### src/gbae_pkg.sv
// ----------------------------------------------------------------------------
// Controller bind axis evaluator: shared types and constants
// Holds the bind word layout, the axis range codes and the fixed ranges
// that each bind slot maps into.
// ----------------------------------------------------------------------------
package gbae_pkg;

	localparam int NUM_SLOTS = 3;

	// Bind kind, bits 1:0 of a bind word.
	typedef enum logic [1:0] {
		KIND_NONE   = 2'd0,
		KIND_BUTTON = 2'd1,
		KIND_HAT    = 2'd2,
		KIND_AXIS   = 2'd3
	} kind_t;

	// Axis range code, bits 3:2 of a bind word. Code 3 names no range.
	typedef enum logic [1:0] {
		RNG_FULL = 2'd0,
		RNG_POS  = 2'd1,
		RNG_NEG  = 2'd2,
		RNG_NONE = 2'd3
	} rng_t;

	// Magnitude of the rescale divisor.
	typedef enum logic [1:0] {
		DEN_65535 = 2'd0,
		DEN_32767 = 2'd1,
		DEN_32768 = 2'd2
	} den_t;

	typedef struct packed {
		logic [1:0] hat_bit;
		logic       inv;
		rng_t       src;
		kind_t      kind;
	} bind_t;

	// Configuration register indexes.
	localparam logic [1:0] REG_SLOT0 = 2'd0;
	localparam logic [1:0] REG_SLOT1 = 2'd1;
	localparam logic [1:0] REG_SLOT2 = 2'd2;

	// Slot select codes of the digital query.
	localparam logic [1:0] SLOT_FULL = 2'd0;
	localparam logic [1:0] SLOT_POS  = 2'd1;
	localparam logic [1:0] SLOT_NEG  = 2'd2;

	localparam int AXIS_MAX = 32767;
	localparam int AXIS_MIN = -32768;

	localparam logic signed [15:0] AX_MAX16  = 16'(AXIS_MAX);
	localparam logic signed [15:0] AX_MIN16  = 16'(AXIS_MIN);
	localparam logic signed [15:0] THR_FULL  = 16'sd0;
	localparam logic signed [15:0] THR_POS   = 16'(AXIS_MAX / 2);
	localparam logic signed [15:0] THR_NEG   = 16'(AXIS_MIN / 2);

	localparam logic signed [17:0] MN_MAX18  = 18'(AXIS_MAX);
	localparam logic signed [17:0] MN_MIN18  = 18'(AXIS_MIN);
	localparam logic signed [17:0] SPAN_FULL = 18'(AXIS_MAX - AXIS_MIN);
	localparam logic signed [17:0] SPAN_HALF = 18'(AXIS_MAX);
	localparam logic signed [17:0] SPAN_NEG  = 18'(-AXIS_MIN);

	// Target range of each slot: slot 0 full, slot 1 positive, slot 2 negative.
	function automatic logic signed [15:0] tgt_min(input logic [1:0] slot);
		logic signed [15:0] v;
		case (slot)
			SLOT_FULL: v = AX_MIN16;
			default:   v = 16'sd0;
		endcase
		return v;
	endfunction

	function automatic logic signed [15:0] tgt_max(input logic [1:0] slot);
		logic signed [15:0] v;
		case (slot)
			SLOT_FULL: v = AX_MAX16;
			SLOT_POS:  v = AX_MAX16;
			SLOT_NEG:  v = AX_MIN16;
			default:   v = 16'sd0;
		endcase
		return v;
	endfunction

	function automatic logic [16:0] den_mag(input den_t d);
		logic [16:0] v;
		case (d)
			DEN_65535: v = 17'd65535;
			DEN_32767: v = 17'd32767;
			default:   v = 17'd32768;
		endcase
		return v;
	endfunction

endpackage

### src/gamepad_bind_axis_evaluator_unit.sv
// ----------------------------------------------------------------------------
// Controller bind axis evaluator
// Evaluates three binds per beat: a digital query of one slot or the
// wrapped sum of all three slots remapped into their target ranges.
// ----------------------------------------------------------------------------
// A beat is taken at every clock edge with start high; busy never rises, so
// one beat per cycle is sustained. Each beat produces exactly one result,
// shown with done for one cycle. The datapath has six register stages: input
// capture, bind decode, numerator build, quotient estimate, remainder, and
// correction, followed by the output register that also forms the slot sum.
// Results leave in the order the beats came in and cannot be held off by the
// receiver.
// Bind registers are written through cfg_we/cfg_idx/cfg_wdata and must only
// change while no beat is in flight; an index of three is ignored.
module gamepad_bind_axis_evaluator_unit (
	input  logic               clk,
	input  logic               arst_n,
	input  logic               start,
	output logic               busy,
	input  logic               func,
	input  logic [1:0]         slot_select,
	input  logic signed [15:0] raw_slot0,
	input  logic signed [15:0] raw_slot1,
	input  logic signed [15:0] raw_slot2,
	output logic               done,
	output logic               pressed,
	output logic signed [15:0] axis_value,
	input  logic               cfg_we,
	input  logic [1:0]         cfg_idx,
	input  logic [6:0]         cfg_wdata
);

	localparam int NS = gbae_pkg::NUM_SLOTS;

	// Bind registers.
	gbae_pkg::bind_t bind_q [NS];

	// Stage 1: captured beat.
	logic               valid_s1;
	logic               func_s1;
	logic [1:0]         sel_s1;
	logic signed [15:0] raw_s1 [NS];

	// Stage 2: decoded binds.
	logic               valid_s2, func_s2, pressed_s2;
	logic               div_s2 [NS];
	logic signed [15:0] val_s2 [NS];
	logic signed [17:0] diff_s2 [NS];
	logic signed [17:0] den_s2 [NS];
	gbae_pkg::den_t     dcode_s2 [NS];

	// Stage 3: signed numerator.
	logic               valid_s3, func_s3, pressed_s3;
	logic               div_s3 [NS];
	logic signed [15:0] val_s3 [NS];
	logic signed [35:0] num_s3 [NS];
	logic               den_neg_s3 [NS];
	gbae_pkg::den_t     dcode_s3 [NS];

	// Stage 4: magnitude and quotient estimate.
	logic               valid_s4, func_s4, pressed_s4;
	logic               div_s4 [NS];
	logic signed [15:0] val_s4 [NS];
	logic [34:0]        mag_s4 [NS];
	logic [19:0]        q0_s4 [NS];
	logic               neg_s4 [NS];
	gbae_pkg::den_t     dcode_s4 [NS];

	// Stage 5: remainder of the estimate.
	logic               valid_s5, func_s5, pressed_s5;
	logic               div_s5 [NS];
	logic signed [15:0] val_s5 [NS];
	logic [18:0]        r_s5 [NS];
	logic [19:0]        q0_s5 [NS];
	logic               neg_s5 [NS];
	gbae_pkg::den_t     dcode_s5 [NS];

	// Stage 6: final slot values.
	logic               valid_s6, func_s6, pressed_s6;
	logic signed [15:0] val_s6 [NS];

	// Output register.
	logic               done_q, pressed_q;
	logic signed [15:0] axis_q;

	// Combinational results of each stage.
	logic               dig_c [NS];
	logic               div_c [NS];
	logic signed [15:0] val_c [NS];
	logic signed [17:0] diff_c [NS];
	logic signed [17:0] den_c [NS];
	gbae_pkg::den_t     dcode_c [NS];
	logic               pressed_c;
	logic signed [35:0] num_c [NS];
	logic [34:0]        mag_c [NS];
	logic [19:0]        q0_c [NS];
	logic [18:0]        r_c [NS];
	logic signed [15:0] fin_c [NS];
	logic signed [15:0] sum_c;

	// The pipeline never stalls, so a new beat is always welcome.
	assign busy       = 1'b0;
	assign done       = done_q;
	assign pressed    = pressed_q;
	assign axis_value = axis_q;

	// ------------------------------------------------------------------------
	// Configuration writes.
	// ------------------------------------------------------------------------
	always_ff @(posedge clk or negedge arst_n) begin
		if (!arst_n) begin
			for (int i = 0; i < NS; i++) begin
				bind_q[i] <= '0;
			end
		end else if (cfg_we) begin
			unique case (cfg_idx)
				gbae_pkg::REG_SLOT0: bind_q[0] <= gbae_pkg::bind_t'(cfg_wdata);
				gbae_pkg::REG_SLOT1: bind_q[1] <= gbae_pkg::bind_t'(cfg_wdata);
				gbae_pkg::REG_SLOT2: bind_q[2] <= gbae_pkg::bind_t'(cfg_wdata);
				default: ;
			endcase
		end
	end

	// ------------------------------------------------------------------------
	// Stage 2 logic: digital state of every slot, and for axis binds the
	// offset from the source minimum and the signed divisor of the rescale.
	// Binds that need no division produce their final value right here.
	// ------------------------------------------------------------------------
	always_comb begin
		gbae_pkg::bind_t    b;
		logic signed [15:0] r;
		logic signed [15:0] thr;
		logic               desc;
		logic               inr;
		for (int i = 0; i < NS; i++) begin
			b          = bind_q[i];
			r          = raw_s1[i];
			thr        = gbae_pkg::THR_FULL;
			desc       = 1'b0;
			inr        = 1'b0;
			dig_c[i]   = 1'b0;
			div_c[i]   = 1'b0;
			val_c[i]   = 16'sd0;
			diff_c[i]  = 18'sd0;
			den_c[i]   = 18'sd0;
			dcode_c[i] = gbae_pkg::DEN_32768;

			// The negative range runs downward, so its natural test is <=.
			desc = (b.src == gbae_pkg::RNG_NEG) ^ b.inv;
			case (b.src)
				gbae_pkg::RNG_POS: thr = gbae_pkg::THR_POS;
				gbae_pkg::RNG_NEG: thr = gbae_pkg::THR_NEG;
				default:           thr = gbae_pkg::THR_FULL;
			endcase

			unique case (b.kind)
				gbae_pkg::KIND_NONE: ;
				gbae_pkg::KIND_BUTTON: begin
					dig_c[i] = (r != 16'sd0);
					val_c[i] = dig_c[i] ? gbae_pkg::tgt_max(2'(i)) : gbae_pkg::tgt_min(2'(i));
				end
				gbae_pkg::KIND_HAT: begin
					dig_c[i] = r[{2'b00, b.hat_bit}];
					val_c[i] = dig_c[i] ? gbae_pkg::tgt_max(2'(i)) : gbae_pkg::tgt_min(2'(i));
				end
				gbae_pkg::KIND_AXIS: begin
					dig_c[i] = (b.src != gbae_pkg::RNG_NONE) &&
					           (desc ? (r <= thr) : (r >= thr));
					case (b.src)
						gbae_pkg::RNG_FULL: begin
							inr        = 1'b1;
							diff_c[i]  = 18'(r) - (b.inv ? gbae_pkg::MN_MAX18 : gbae_pkg::MN_MIN18);
							den_c[i]   = b.inv ? -gbae_pkg::SPAN_FULL : gbae_pkg::SPAN_FULL;
							dcode_c[i] = gbae_pkg::DEN_65535;
						end
						gbae_pkg::RNG_POS: begin
							inr        = !r[15];
							diff_c[i]  = 18'(r) - (b.inv ? gbae_pkg::MN_MAX18 : 18'sd0);
							den_c[i]   = b.inv ? -gbae_pkg::SPAN_HALF : gbae_pkg::SPAN_HALF;
							dcode_c[i] = gbae_pkg::DEN_32767;
						end
						gbae_pkg::RNG_NEG: begin
							inr        = r[15] || (r == 16'sd0);
							diff_c[i]  = 18'(r) - (b.inv ? gbae_pkg::MN_MIN18 : 18'sd0);
							den_c[i]   = b.inv ? gbae_pkg::SPAN_NEG : -gbae_pkg::SPAN_NEG;
							dcode_c[i] = gbae_pkg::DEN_32768;
						end
						default: inr = 1'b0;
					endcase
					// A source range equal to the target range passes through.
					if (inr) begin
						if ((b.src == 2'(i)) && !b.inv) begin
							val_c[i] = r;
						end else begin
							div_c[i] = 1'b1;
						end
					end
				end
			endcase
		end

		case (sel_s1)
			gbae_pkg::SLOT_FULL: pressed_c = dig_c[0];
			gbae_pkg::SLOT_POS:  pressed_c = dig_c[1];
			gbae_pkg::SLOT_NEG:  pressed_c = dig_c[2];
			default:             pressed_c = 1'b0;
		endcase
	end

	// ------------------------------------------------------------------------
	// Stage 3 logic: numerator diff * target span + target min * divisor.
	// The spans are constants, so each product is built from shifts and subtracts.
	// ------------------------------------------------------------------------
	always_comb begin
		logic signed [35:0] dx;
		logic signed [35:0] bias;
		for (int i = 0; i < NS; i++) begin
			dx   = 36'(diff_s2[i]);
			bias = 36'sd0;
			if (i == 0) begin
				// Only the full range has a nonzero target minimum.
				bias     = -(36'(den_s2[i]) <<< 15);
				num_c[i] = (dx <<< 16) - dx + bias;
			end else if (i == 1) begin
				num_c[i] = (dx <<< 15) - dx;
			end else begin
				num_c[i] = -(dx <<< 15);
			end
		end
	end

	// ------------------------------------------------------------------------
	// Stage 4 logic: magnitude of the numerator and a quotient estimate that
	// never exceeds the true quotient. Division by 2^k-1 is a sum of shifts.
	// ------------------------------------------------------------------------
	always_comb begin
		logic [35:0] a;
		for (int i = 0; i < NS; i++) begin
			a        = num_s3[i][35] ? 36'(-num_s3[i]) : 36'(num_s3[i]);
			mag_c[i] = a[34:0];
			case (dcode_s3[i])
				gbae_pkg::DEN_65535: q0_c[i] = 20'(mag_c[i] >> 16) + 20'(mag_c[i] >> 32);
				gbae_pkg::DEN_32767: q0_c[i] = 20'(mag_c[i] >> 15) + 20'(mag_c[i] >> 30);
				default:             q0_c[i] = 20'(mag_c[i] >> 15);
			endcase
		end
	end

	// ------------------------------------------------------------------------
	// Stage 5 logic: remainder left by the estimate, below four divisors.
	// ------------------------------------------------------------------------
	always_comb begin
		logic [35:0] qd;
		for (int i = 0; i < NS; i++) begin
			case (dcode_s4[i])
				gbae_pkg::DEN_65535: qd = (36'(q0_s4[i]) << 16) - 36'(q0_s4[i]);
				gbae_pkg::DEN_32767: qd = (36'(q0_s4[i]) << 15) - 36'(q0_s4[i]);
				default:             qd = 36'(q0_s4[i]) << 15;
			endcase
			r_c[i] = 19'(36'(mag_s4[i]) - qd);
		end
	end

	function automatic logic r_c_ge(input logic [18:0] a, input logic [18:0] b);
		return a >= b;
	endfunction

	// ------------------------------------------------------------------------
	// Stage 6 logic: up to three corrections, then the sign. The quotient is
	// truncated toward zero, so the sign applies to the floored magnitude.
	// ------------------------------------------------------------------------
	always_comb begin
		logic [18:0] d;
		logic [1:0]  cnt;
		logic [19:0] qm;
		logic [19:0] qs;
		for (int i = 0; i < NS; i++) begin
			d   = 19'(gbae_pkg::den_mag(dcode_s5[i]));
			cnt = 2'(r_c_ge(r_s5[i], d)) + 2'(r_c_ge(r_s5[i], d << 1))
			    + 2'(r_c_ge(r_s5[i], (d << 1) + d));
			qm  = q0_s5[i] + 20'(cnt);
			qs  = neg_s5[i] ? -qm : qm;
			fin_c[i] = div_s5[i] ? 16'(qs) : val_s5[i];
		end
	end

	assign sum_c = val_s6[0] + val_s6[1] + val_s6[2];

	// ------------------------------------------------------------------------
	// Valid bits.
	// ------------------------------------------------------------------------
	always_ff @(posedge clk or negedge arst_n) begin
		if (!arst_n) begin
			valid_s1 <= 1'b0;
			valid_s2 <= 1'b0;
			valid_s3 <= 1'b0;
			valid_s4 <= 1'b0;
			valid_s5 <= 1'b0;
			valid_s6 <= 1'b0;
			done_q   <= 1'b0;
		end else begin
			valid_s1 <= start && !busy;
			valid_s2 <= valid_s1;
			valid_s3 <= valid_s2;
			valid_s4 <= valid_s3;
			valid_s5 <= valid_s4;
			valid_s6 <= valid_s5;
			done_q   <= valid_s6;
		end
	end

	// ------------------------------------------------------------------------
	// Datapath registers.
	// ------------------------------------------------------------------------
	always_ff @(posedge clk) begin
		func_s1   <= func;
		sel_s1    <= slot_select;
		raw_s1[0] <= raw_slot0;
		raw_s1[1] <= raw_slot1;
		raw_s1[2] <= raw_slot2;

		func_s2    <= func_s1;
		pressed_s2 <= pressed_c;
		func_s3    <= func_s2;
		pressed_s3 <= pressed_s2;
		func_s4    <= func_s3;
		pressed_s4 <= pressed_s3;
		func_s5    <= func_s4;
		pressed_s5 <= pressed_s4;
		func_s6    <= func_s5;
		pressed_s6 <= pressed_s5;

		for (int i = 0; i < NS; i++) begin
			div_s2[i]   <= div_c[i];
			val_s2[i]   <= val_c[i];
			diff_s2[i]  <= diff_c[i];
			den_s2[i]   <= den_c[i];
			dcode_s2[i] <= dcode_c[i];

			div_s3[i]     <= div_s2[i];
			val_s3[i]     <= val_s2[i];
			num_s3[i]     <= num_c[i];
			den_neg_s3[i] <= den_s2[i][17];
			dcode_s3[i]   <= dcode_s2[i];

			div_s4[i]   <= div_s3[i];
			val_s4[i]   <= val_s3[i];
			mag_s4[i]   <= mag_c[i];
			q0_s4[i]    <= q0_c[i];
			neg_s4[i]   <= num_s3[i][35] ^ den_neg_s3[i];
			dcode_s4[i] <= dcode_s3[i];

			div_s5[i]   <= div_s4[i];
			val_s5[i]   <= val_s4[i];
			r_s5[i]     <= r_c[i];
			q0_s5[i]    <= q0_s4[i];
			neg_s5[i]   <= neg_s4[i];
			dcode_s5[i] <= dcode_s4[i];

			val_s6[i] <= fin_c[i];
		end

		pressed_q <= func_s6 ? 1'b0 : pressed_s6;
		axis_q    <= func_s6 ? sum_c : 16'sd0;
	end

	// ------------------------------------------------------------------------
	// Assertions.
	// ------------------------------------------------------------------------
	a_latency: assert property (@(posedge clk) disable iff (!arst_n)
		(start && !busy) |-> ##7 done)
		else $error("beat taken without a matching result strobe");

	a_no_spurious: assert property (@(posedge clk) disable iff (!arst_n)
		done |-> $past(start && !busy, 7))
		else $error("result strobe without a matching beat");

	a_one_kind: assert property (@(posedge clk) disable iff (!arst_n)
		done |-> (!pressed || (axis_value == 16'sd0)))
		else $error("digital and analog result both nonzero");

	for (genvar g = 0; g < NS; g++) begin : g_rem_chk
		a_rem_bound: assert property (@(posedge clk) disable iff (!arst_n)
			(valid_s5 && div_s5[g]) |->
			(r_s5[g] < (19'(gbae_pkg::den_mag(dcode_s5[g])) << 2)))
			else $error("quotient estimate off by more than three");
	end

endmodule

### config.mk
export PLATFORM = sky130hd
export DESIGN_NAME = gamepad_bind_axis_evaluator_unit
export DESIGN_NICKNAME = d
export VERILOG_FILES = /design/src/gbae_pkg.sv /design/src/gamepad_bind_axis_evaluator_unit.sv
export SDC_FILE = /design/constraint.sdc
export NUM_CORES = 2
export LEC_CHECK = 0
export ABC_AREA = 1
export CAP_MARGIN = 20
export CORE_MARGIN = 2
export CORE_UTILIZATION = 51
export CTS_BUF_LIST = sky130_fd_sc_hd__clkbuf_16
export CTS_CLUSTER_SIZE = 8
export DETAILED_ROUTE_END_ITERATION = 10
export DONT_BUFFER_PORTS = 1
export GPL_TIMING_DRIVEN = 0
export PLACE_DENSITY = 0.66
export SYNTH_ARGS = -nofsm -noshare
export SYNTH_HDL_FRONTEND = slang
export SYNTH_SLANG_ARGS = --single-unit
### constraint.sdc
create_clock -name clk -period 5.8 [get_ports clk]
set_input_delay 0.29 -clock clk [delete_from_list [all_inputs] [get_ports clk]]
set_output_delay 0.29 -clock clk [all_outputs]
set_load 0.1 [all_outputs]
==> results.py <==
metrics = {
    "worst_hold_path": {
        "hold_depth": 2,
        "hp-class": "input port to register",
    },
    "floorplanning": {
        "fp.dieH_microns": 291,
        "row_count": 105,
        "io_pins": 83,
        "dieArea_sq_um": 84900,
        "initial_core_util": 0.514,
        "die_x_microns": 291,
        "core_area_sq_um": 81800,
    },
    "timing": {
        "finalHoldViolCount": 0,
        "finalCritPeriodShare": 0.881,
        "rsz0062_at_grt": "no",
        "post-route-min-period_ns": 5.11,
        "finalClockSkew_ns": 0.0321,
        "fin_setup_tns_ns": 0,
        "finalSetupViolations": 0,
        "fmax_mhz": 196,
        "maxSlewHeadroom": 0.290,
        "worstMarginPinSlew_ns": 1.07,
        "drv_slew": 0,
    },
    "detailed_routing": {
        "post_drt_via_cell_ratio": 5.36,
        "drcViolationCount": 0,
        "initialDrtViolationCount": 2403,
        "post_drt_wl_per_cell_microns": 16.0,
        "routed-via-count": 36700,
        "ant_nets": 0,
        "firstDrtPassIters": 6,
        "wl_mm": 110,
    },
    "pwr": {
        "switchingPower_mw": 12.5,
        "ir_drop_mv": 0.346,
        "power.density_nw_per_um2": 584,
        "seqPwrFrac": 0.306,
        "power.internal_mw": 14.9,
        "pwr-share-clk": 0.197,
        "power.total_mw": 27.4,
        "pwr-share-comb": 0.496,
        "switching_share": 0.457,
        "p_leak_nw": 22.0,
    },
    "cells_and_area": {
        "syn2layout_area_growth_pct": 11.6,
        "drive_gt1_frac": 0.0639,
        "nets": 6200,
        "nFillCells": 7573,
    },
    "clock_network": {
        "cts_post_setup_buffers_inserted": 0,
        "cts_buffer_depth": 3,
        "cts_inserted_buffers": 105,
        "clkTransAtPathRegs_ns": 0.05,
        "cts.htree.levels": 3,
        "cts_tree": "yes",
        "clock_latency_ns": 0.67,
        "numClockSinks": 746,
        "cts_root_buffer": "clkbuf_16",
    },
    "placement": {
        "gp_congestion": 0.927,
        "io_buffers": 0,
        "post-dp-hpwl_mm": 86.2,
    },
    "yosys": {
        "synthTopCellsByArea": "dfxtp_1 34%, ha_1 10%, nand2_1 9.8%, inv_1 5.8%, a21oi_1 5.3%",
        "synth-main-ff-cell": "dfxtp_1",
        "syn_area_per_cell_sq_um": 7.55,
        "synth_top_area_share": 0.341,
        "synth_area_leader_cell": "dfxtp_1",
        "synth_cell_type_count": 69,
        "seq_area_frac_synth": 0.358,
        "synth_area_sq_um": 42100,
        "yosysMostFrequentCell": "nand2_1",
        "synthCells": 5573,
        "yosys_warnings": 0,
        "async_flop_share": 0.0375,
        "ys_ff_latch": 746,
        "synth_common_cells": "1103 x nand2_1, 718 x dfxtp_1, 651 x inv_1",
        "synth-edff-count": 0,
    },
    "global_route": {
        "grt_overflow": 0,
        "grt_max_degree": 29,
        "grt_pass1_wl_mm": 178,
        "antenna_found_initial": 3,
        "grtUsageTotal": 0.257,
        "first_global_vias": 35100,
    },
    "critical_path": {
        "cp_max_fo": 10,
        "reg2reg_depth": 26,
        "cpMaxStageDelayCell": "fa_1",
        "end_kind": "register",
        "cp.required_ns": 6.32,
        "timing.critical_path.from_type": "register",
        "crit_path_max_incr_delay_ns": 0.49,
        "worstPathArrival_ns": 5.63,
        "crit_type": "register to register",
        "crit_path_frequent_cell": "nand2_1",
    },
    "status": {
        "status": "complete, no violations",
    },
    "run": {
        "max_cap_viol_count": 0,
    },
}
critical path: cells and delay by family, from the launching register on:
kind,cells,cell delay [ns]
compound gates,5,0.79
xor+xnor,1,0.18
fa+ha+maj,4,1.35
buf+inv,5,0.87
flops,1,0.30
simple gates,11,1.47
cells in the final DEF, fill, tap and decap left out, types with 18 or more instances in the layout:
master,n
nand2_2,49
a31oi_1,29
dfxtp_1,718
nand2_4,22
nor2_2,41
dfrtp_1,28
dlygate4sd3_1,60
o21ai_0,362
o21ai_1,49
inv_1,670
nand4_1,102
nand2_1,1103
clkbuf_1,41
nand3_1,369
nor3_1,73
fa_1,53
xor2_1,182
or2_2,36
xnor2_1,80
o211ai_1,26
inv_2,18
nor4_1,30
o31ai_1,18
a21oi_1,446
nand3b_1,26
a21o_1,21
nor2_1,469
clkbuf_16,106
nor2_4,21
ha_1,338
area by class of cell:
| class | count | area, sq um | share of cell area |
|---|---|---|---|
| inverter | 678 | 2550 | 0.0542 |
| clock inverter | 31 | 249 | 0.00530 |
| buffer | 65 | 288 | 0.00612 |
| timing repair buffer | 62 | 636 | 0.0135 |
| antenna | 2 | 5.00 | 0.000106 |
| multi-input combinational | 4087 | 24200 | 0.515 |
| sequential | 746 | 15100 | 0.321 |
| clock buffer | 106 | 2650 | 0.0564 |
| tap | 1070 | 1340 | 0.0285 |
power by group through the flow:
stage          registers [mW]  clock network (mW)  logic, mW
2_1_floorplan            7.95                   0       10.5
3_3_place_gp             8.46                   0       13.2
6_report                 8.40                5.41       13.6
5_1_grt                  8.57                5.80       15.5
3_5_place_dp             8.48                   0       13.4
4_1_cts                  8.39                5.54       13.5
stage by stage:
| step | utilization | area (sq um) | hold slack (ns) | setup slack (ns) | cells |
|---|---|---|---|---|---|
| after floorplan | - | 42100 | -0.00559 | 1.62 | 5576 |
| after global placement | 0.531 | 43500 | 0.000388 | 0.795 | 6646 |
| after detailed placement | 0.531 | 43500 | -0.00284 | 0.775 | 6646 |
| after CTS | 0.574 | 47000 | 0.000766 | 0.762 | 6844 |
| after global routing | 0.574 | 47000 | 0.0279 | 0.263 | 6846 |
| final | 0.574 | 47000 | 0.0252 | 0.688 | 6847 |
cells by family (layout without fill, tap and decap cells):
kind of cell               Yosys count  in the layout  synth area share
muxes                                1              1          0.000238
DFF                                746            746             0.358
other                                1              6         0.0000891
and+or+nand+nor                   2387           2387             0.259
AOI/OAI and AO/OA                 1041           1041             0.135
buffers and inverters              743            942            0.0673
adders and majority gates          391            391             0.126
xor gates and xnor gates           263            263            0.0549
state kept, by name (all words and copies together), names as in the netlist, 16 cells and up:
| signal | flops |
|---|---|
| q0_s4 | 57 |
| raw_s1 | 48 |
| diff_s2 | 54 |
| val_s3 | 48 |
| bind_q | 21 |
| val_s6 | 48 |
| r_s5 | 57 |
| num_s3 | 91 |
| mag_s4 | 42 |
| val_s5 | 48 |
| val_s4 | 48 |
| val_s2 | 48 |
| axis_value | 16 |
| q0_s5 | 48 |
path summary, 6_finish.rpt:
path | slack [ns] | end | startpoint
max | 0.69 | val_s6[0][30] | dcode_s5[0][3]
min in group asynchronous | 0.11 | bind_q[7] | arst_n
min | 0.03 | bind_q[2] | cfg_wdata[2]
max reg2reg | 0.69 | val_s6[0][30] | dcode_s5[0][3]
min reg2reg | 0.31 | neg_s5[0][0] | neg_s4[0][0]
max in group asynchronous | 5.50 | valid_s2 | arst_n
layer usage:
metal / global-route usage / vias up / wire (microns)
li1: - / 18900 / -
met4: 0.0862 / 2 / 3050
met5: 0 / - / 13
met3: 0.0332 / 198 / 5960
met2: 0.434 / 960 / 50600
met1: 0.338 / 16700 / 49900
what timing repair did:
| item | in CTS | in global routing |
|---|---|---|
| hold buffers | 61 | 0 |
| gates resized for setup | 0 | 0 |
| hold endpoints to repair | 96 | 0 |
No activity file was read; power rests on OpenSTA's default activity.
